## config.mk

```make
export PLATFORM = sky130hd
export DESIGN_NAME = ucpb_ctrl
export DESIGN_NICKNAME = d
export VERILOG_FILES = /design/src/sv/ucpb_pkg.sv /design/src/sv/ucpb_ctrl.sv
export SDC_FILE = /design/constraint.sdc
export NUM_CORES = 1
export LEC_CHECK = 0
export BUFFER_PORTS_ARGS = -buffer_cell sky130_fd_sc_hd__buf_4
export CAP_MARGIN = 20
export CORE_MARGIN = 2
export CORE_UTILIZATION = 32
export CTS_CLUSTER_SIZE = 25
export DETAILED_ROUTE_END_ITERATION = 6
export SLEW_MARGIN = 10
export SYNTH_ARGS = -nofsm -noshare
export SYNTH_HDL_FRONTEND = slang
export SYNTH_SLANG_ARGS = --single-unit
```

## constraint.sdc

```tcl
create_clock -name i_clk -period 2.85 [get_ports i_clk]
set_input_delay 0.7125 -clock i_clk [delete_from_list [all_inputs] [get_ports i_clk]]
set_output_delay 0.7125 -clock i_clk [all_outputs]
set_load 0.01 [all_outputs]
```

## src/sv/ucpb_pkg.sv

```systemverilog
// ----------------------------------------------------------------------------
// ucpb_pkg
// Shared types and constants of the unique color palette builder: palette
// geometry, stream field widths, opcodes, controller states and the
// command and status groups between controller and datapath.
// ----------------------------------------------------------------------------
package ucpb_pkg;

    // palette geometry
    localparam int PALETTE_SLOTS = 256;
    localparam int SLOT_W        = $clog2(PALETTE_SLOTS);
    localparam int CNT_W         = $clog2(PALETTE_SLOTS + 1);

    // field widths fixed by the stream format
    localparam int CHAN_W        = 8;
    localparam int COLOR_W       = 3 * CHAN_W;
    localparam int SEL_W         = 8;
    localparam int SLOT_OUT_W    = 8;
    localparam int USED_W        = 9;
    localparam int OP_W          = 2;
    localparam int IN_TDATA_W    = 32;
    localparam int OUT_FIELDS_W  = SLOT_OUT_W + USED_W + 4 * CHAN_W;
    localparam int OUT_TDATA_W   = ((OUT_FIELDS_W + 7) / 8) * 8;
    localparam int OUT_PAD_W     = OUT_TDATA_W - OUT_FIELDS_W;
    localparam int OUT_TUSER_W   = 2;

    // alpha codes
    localparam logic [CHAN_W-1:0] ALPHA_OPAQUE = 8'hFF;
    localparam logic [CHAN_W-1:0] ALPHA_CLEAR  = 8'h00;

    // item kinds
    typedef enum logic [OP_W-1:0] {
        OP_ADD    = 2'd0,
        OP_FINISH = 2'd1,
        OP_READ   = 2'd2,
        OP_NOP    = 2'd3
    } t_opcode;

    // controller states, one-hot
    typedef enum logic [5:0] {
        S_IDLE   = 6'b000001,
        S_SEARCH = 6'b000010,
        S_RDMEM  = 6'b000100,
        S_DIV    = 6'b001000,
        S_FILL   = 6'b010000,
        S_RESULT = 6'b100000
    } t_state;

    // controller to datapath
    typedef struct packed {
        logic load;
        logic div_start;
        logic scan;
        logic rd;
        logic fill;
        logic emit;
    } t_cmd;

    // datapath to controller
    typedef struct packed {
        logic full;
        logic found;
        logic exhausted;
        logic div_done;
        logic fill_last;
        logic out_free;
    } t_status;

endpackage

```

## src/sv/ucpb_ctrl.sv

```systemverilog
// ----------------------------------------------------------------------------
// ucpb_ctrl
// Controller: takes one item at a time, sequences search, read, division
// and gray fill, then hands the result to the output register.
// ----------------------------------------------------------------------------
module ucpb_ctrl (
    input  logic              i_clk,
    input  logic              i_rst_n,
    input  logic              i_valid,
    input  ucpb_pkg::t_opcode i_opcode,
    output logic              o_ready,
    input  ucpb_pkg::t_status i_status,
    output ucpb_pkg::t_cmd    o_cmd
);

    ucpb_pkg::t_state r_state;
    ucpb_pkg::t_state n_state;

    always_ff @(posedge i_clk) begin
        if (!i_rst_n) begin
            r_state <= ucpb_pkg::S_IDLE;
        end else begin
            r_state <= n_state;
        end
    end

    // next state and commands
    always_comb begin
        n_state = r_state;
        o_cmd   = '0;
        o_ready = 1'b0;
        case (r_state)
            ucpb_pkg::S_IDLE: begin
                o_ready = 1'b1;
                if (i_valid) begin
                    o_cmd.load = 1'b1;
                    case (i_opcode)
                        ucpb_pkg::OP_ADD: begin
                            n_state = ucpb_pkg::S_SEARCH;
                        end
                        ucpb_pkg::OP_FINISH: begin
                            if (i_status.full) begin
                                n_state = ucpb_pkg::S_FILL;
                            end else begin
                                o_cmd.div_start = 1'b1;
                                n_state         = ucpb_pkg::S_DIV;
                            end
                        end
                        ucpb_pkg::OP_READ: begin
                            n_state = ucpb_pkg::S_RDMEM;
                        end
                        default: begin
                            n_state = ucpb_pkg::S_RESULT;
                        end
                    endcase
                end
            end
            ucpb_pkg::S_SEARCH: begin
                o_cmd.scan = 1'b1;
                if (i_status.found || i_status.exhausted) begin
                    n_state = ucpb_pkg::S_RESULT;
                end
            end
            ucpb_pkg::S_RDMEM: begin
                o_cmd.rd = 1'b1;
                n_state  = ucpb_pkg::S_RESULT;
            end
            ucpb_pkg::S_DIV: begin
                if (i_status.div_done) begin
                    n_state = ucpb_pkg::S_FILL;
                end
            end
            ucpb_pkg::S_FILL: begin
                o_cmd.fill = 1'b1;
                if (i_status.fill_last) begin
                    n_state = ucpb_pkg::S_RESULT;
                end
            end
            ucpb_pkg::S_RESULT: begin
                if (i_status.out_free) begin
                    o_cmd.emit = 1'b1;
                    n_state    = ucpb_pkg::S_IDLE;
                end
            end
            default: begin
                n_state = ucpb_pkg::S_IDLE;
            end
        endcase
    end

endmodule

```

==> reports/summary.md <==
The total of cells resized after clock tree synthesis is 0. The cell area after technology mapping is 447 um^2, and the worst-case register-to-register setup slack is 810 ps. The logs give 373 MHz for the maximum operating frequency and 0 for the number of hold-slack violations in the final timing report. The routed design has 1.04 mm of wire. The tools report the number of iterations in the first detailed-routing pass as 2. Using the TritonRoute via totals, the vias-per-cell ratio works out to 5.28. Setup violations remaining at the end of the flow were counted as 0. The worst path needs 2680 ps of the cycle, external delays included. The number of antenna diodes in the final layout is 0. The number of H-tree levels was 1.

For this design, the sink count on the clock tree is 6. Global routing used 15.7% of the available tracks across all layers. The run gives 0.339 mV as the peak ir drop on the vdd network. The horizontal die dimension is 41.4 um, and the setup TNS is 0 ps. The synthesized design devotes to its leading area cell type 26.9% of total area. The logs give 422 for the number of global-route vias before repair and 0.681 for the final weighted congestion in routability-driven placement. Across the whole layout, storage elements account for 120 um^2.

For this design the ratio of total power to cell area is 778 nW/um^2. In the final layout, the registers with the most flip-flops are r_state x6. The clock transition at the registers of the reported paths is 40 ps, and the final HPWL from detailed placement is 824 um. The logs give 1.68 mm for the first-pass GRT wire length and 0.268 nW for the static leakage. The largest area contributor in the synthesized netlist was sky130_fd_sc_hd__dfxtp_1. The floorplan step defined a die boundary enclosing 1710 um^2. In this run the remaining antenna-violating nets after routing total 0. The tools report the final-layout fill cell count as 147. The number of buffers on the longest clock path was 2. For the final database, setup skew stands at 5.67 ps.

The worst-case hold slack came out at 650 ps. By startpoint and endpoint, the worst setup path is classified as reg2out. The data required time at the worst endpoint was 2140 ps; the standard cell core area was 1300 um^2. In this run, post-CTS hold repair placed 0 buffers.

Dividing the synthesized area by the synthesized cell count gives 8.76 um^2. The min-delay analysis places its worst path in the category reg2reg. In this run the worst path has a maximum fanout of 8. By area the synthesized netlist is led by sky130_fd_sc_hd__dfxtp_1, sky130_fd_sc_hd__or4b_4, sky130_fd_sc_hd__a41oi_1, sky130_fd_sc_hd__nor3b_1, sky130_fd_sc_hd__nor3_1.

The total number of vias is 454, and the share of synthesized registers carrying an async set or reset is 0%. After technology mapping, the gate count stands at 51. 18 I/O pins were placed.

The worst path uses 94.1% of the clock period. Clock latency on the worst-skew pair, taken at its later pin, is 250 ps. Sequential cells were found to cover 26.9% of the synthesized design area. Data arrives at the worst endpoint at 1970 ps. Die outline height: 41.4 um. The number of flip-flops under the largest register name came out at 6.

Number of antenna violations at the first check in global routing: 0. For the number of buffers inserted during clock tree synthesis, the log shows 3. Fraction of layout cells with a size suffix above 1: 39.4%. For this run, the post-layout net count is 84. The most common flop cell mapped by yosys was sky130_fd_sc_hd__dfxtp_1. In this run, distinct cell masters in the synthesized netlist total 29. In the routed design, unresolved DRC markers number 0. Counting every net in the synthesized netlist gives 62. Entering global routing, the biggest net connects 10 pins.

The area growth from synthesis to layout is 37.0%. Counting flops with a built-in enable in the synthesized netlist gives 0. The tree is rooted in a sky130_fd_sc_hd__clkbuf_4.

Max-cap violations in this run came to 0. The total setup buffers inserted after CTS was 0. In the final layout, the multi-input gates occupy 300 um^2.

The max-slew violation total from the final report came out at 0. Kind of end point of the critical path: an output pin. The number of flip-flops and latches in the synthesized netlist is 6, and the total power is 0.000476 W. In this run, the number of DRC markers left after iteration 0 of detailed routing was 2. Row generation in the floorplan step produced 13 rows.

The run finished with clean final reports. TritonCTS built the clock tree. The tools report the launching element type of the critical path as a flop.

The run gives 0 as the Yosys warning count. The most instantiated library cell after synthesis is sky130_fd_sc_hd__dfxtp_1. In this run the tightest slew margin relative to its limit is 69.8%. Setup repair after global routing left no endpoint under its margin.

The top register by number of flip-flops is r_state. During placement, the flow inserted port buffers numbering 17. For this configuration, the core starts out at a cell density of 34.3%. The commonest cells after synthesis are sky130_fd_sc_hd__dfxtp_1, sky130_fd_sc_hd__inv_1. In the final routed layout, each cell accounts on average for 12.1 um. The total congestion overflow came out at 0. The slew of the pin with the lowest slew margin is 449 ps.
layout make-up:
type,instances,share of cell area [%]
Inverter,4,2.45
Sequential cell,6,19.6
Tap cell,15,3.07
Clock buffer,3,3.68
Multi-Input combinational cell,40,49.1
Timing Repair Buffer,18,22.1
cell families (layout without fill, tap and decap cells):
logic type	after synthesis	in the layout	synth area share [%]
DFF	6	6	26.9
and+or+nand+nor	27	27	43.7
xor gates and xnor gates	1	1	1.96
buffers and inverters	5	25	5.88
AOI/OAI and AO/OA	12	12	21.6
cells in the final DEF (no fill, tap or decap):
cell type	instances
sky130_fd_sc_hd__buf_4	18
sky130_fd_sc_hd__dfxtp_1	6
sky130_fd_sc_hd__inv_1	4
sky130_fd_sc_hd__nand2_1	3
sky130_fd_sc_hd__nor3b_1	3
sky130_fd_sc_hd__nor3_1	3
sky130_fd_sc_hd__o21ai_0	3
sky130_fd_sc_hd__a41oi_1	3
sky130_fd_sc_hd__clkbuf_4	3
sky130_fd_sc_hd__or4_1	2
sky130_fd_sc_hd__nand3_1	2
sky130_fd_sc_hd__and3_1	2
sky130_fd_sc_hd__or4b_4	2
sky130_fd_sc_hd__nor4_1	1
sky130_fd_sc_hd__and2b_1	1
sky130_fd_sc_hd__or4_4	1
sky130_fd_sc_hd__or2b_1	1
sky130_fd_sc_hd__nor2_1	1
sky130_fd_sc_hd__or4b_2	1
sky130_fd_sc_hd__and3b_1	1
sky130_fd_sc_hd__or3b_2	1
sky130_fd_sc_hd__and4_4	1
sky130_fd_sc_hd__xor2_1	1
sky130_fd_sc_hd__o211ai_1	1
sky130_fd_sc_hd__a41o_1	1
sky130_fd_sc_hd__nand4_1	1
sky130_fd_sc_hd__a311oi_2	1
sky130_fd_sc_hd__a21oi_1	1
sky130_fd_sc_hd__a311oi_1	1
sky130_fd_sc_hd__a31o_1	1
layer usage:
| metal | GRT usage [%] | up-vias | share of wire (%) |
|---|---|---|---|
| met4 | 9.68 | 0 | 1.2 |
| met5 | 0 | - | 0 |
| met1 | 17.0 | 189 | 50 |
| li1 | - | 246 | - |
| met2 | 26.6 | 17 | 43 |
| met3 | 4.79 | 2 | 6.2 |
final timing paths:
| path | from | end | depth (start not counted) |
|---|---|---|---|
| setup reg to reg | r_state[1]$_SDFFE_PN0P_ | r_state[0]$_SDFFE_PN1P_ | 4 |
| hold / removal | r_state[5]$_SDFFE_PN0P_ | r_state[5]$_SDFFE_PN0P_ | 2 |
| hold reg to reg | r_state[5]$_SDFFE_PN0P_ | r_state[5]$_SDFFE_PN0P_ | 2 |
| setup / recovery | r_state[1]$_SDFFE_PN0P_ | o_cmd[4] | 6 |
critical path: stages (launching register included):
cell and delay [ps]:
sky130_fd_sc_hd__dfxtp_1 360, sky130_fd_sc_hd__nor4_1 290, sky130_fd_sc_hd__buf_4 170, sky130_fd_sc_hd__nand3_1 60, sky130_fd_sc_hd__or4b_2 650, sky130_fd_sc_hd__inv_1 80
sky130_fd_sc_hd__buf_4 110
per-stage QoR:
stage | instance area (um^2) | worst slack, ps | instances | util [%]
floorplan | 447 | 471 | 51 | -
global route | 612 | 23.8 | 86 | 47.0
global placement | 589 | 412 | 83 | 45.3
finish | 612 | 169 | 86 | 47.0
detailed placement | 589 | 434 | 83 | 45.3
CTS | 612 | 146 | 86 | 47.0
report_power, final:
group | internal (W) | total (W) | switching (W)
sequential | 0.000106 | 0.000143 | 0.0000367
clock | 0.0000477 | 0.0000789 | 0.0000312
combinational | 0.000137 | 0.000254 | 0.000117
total | 0.000291 | 0.000476 | 0.000185
Note: power is estimated with default switching activity, not from simulation.
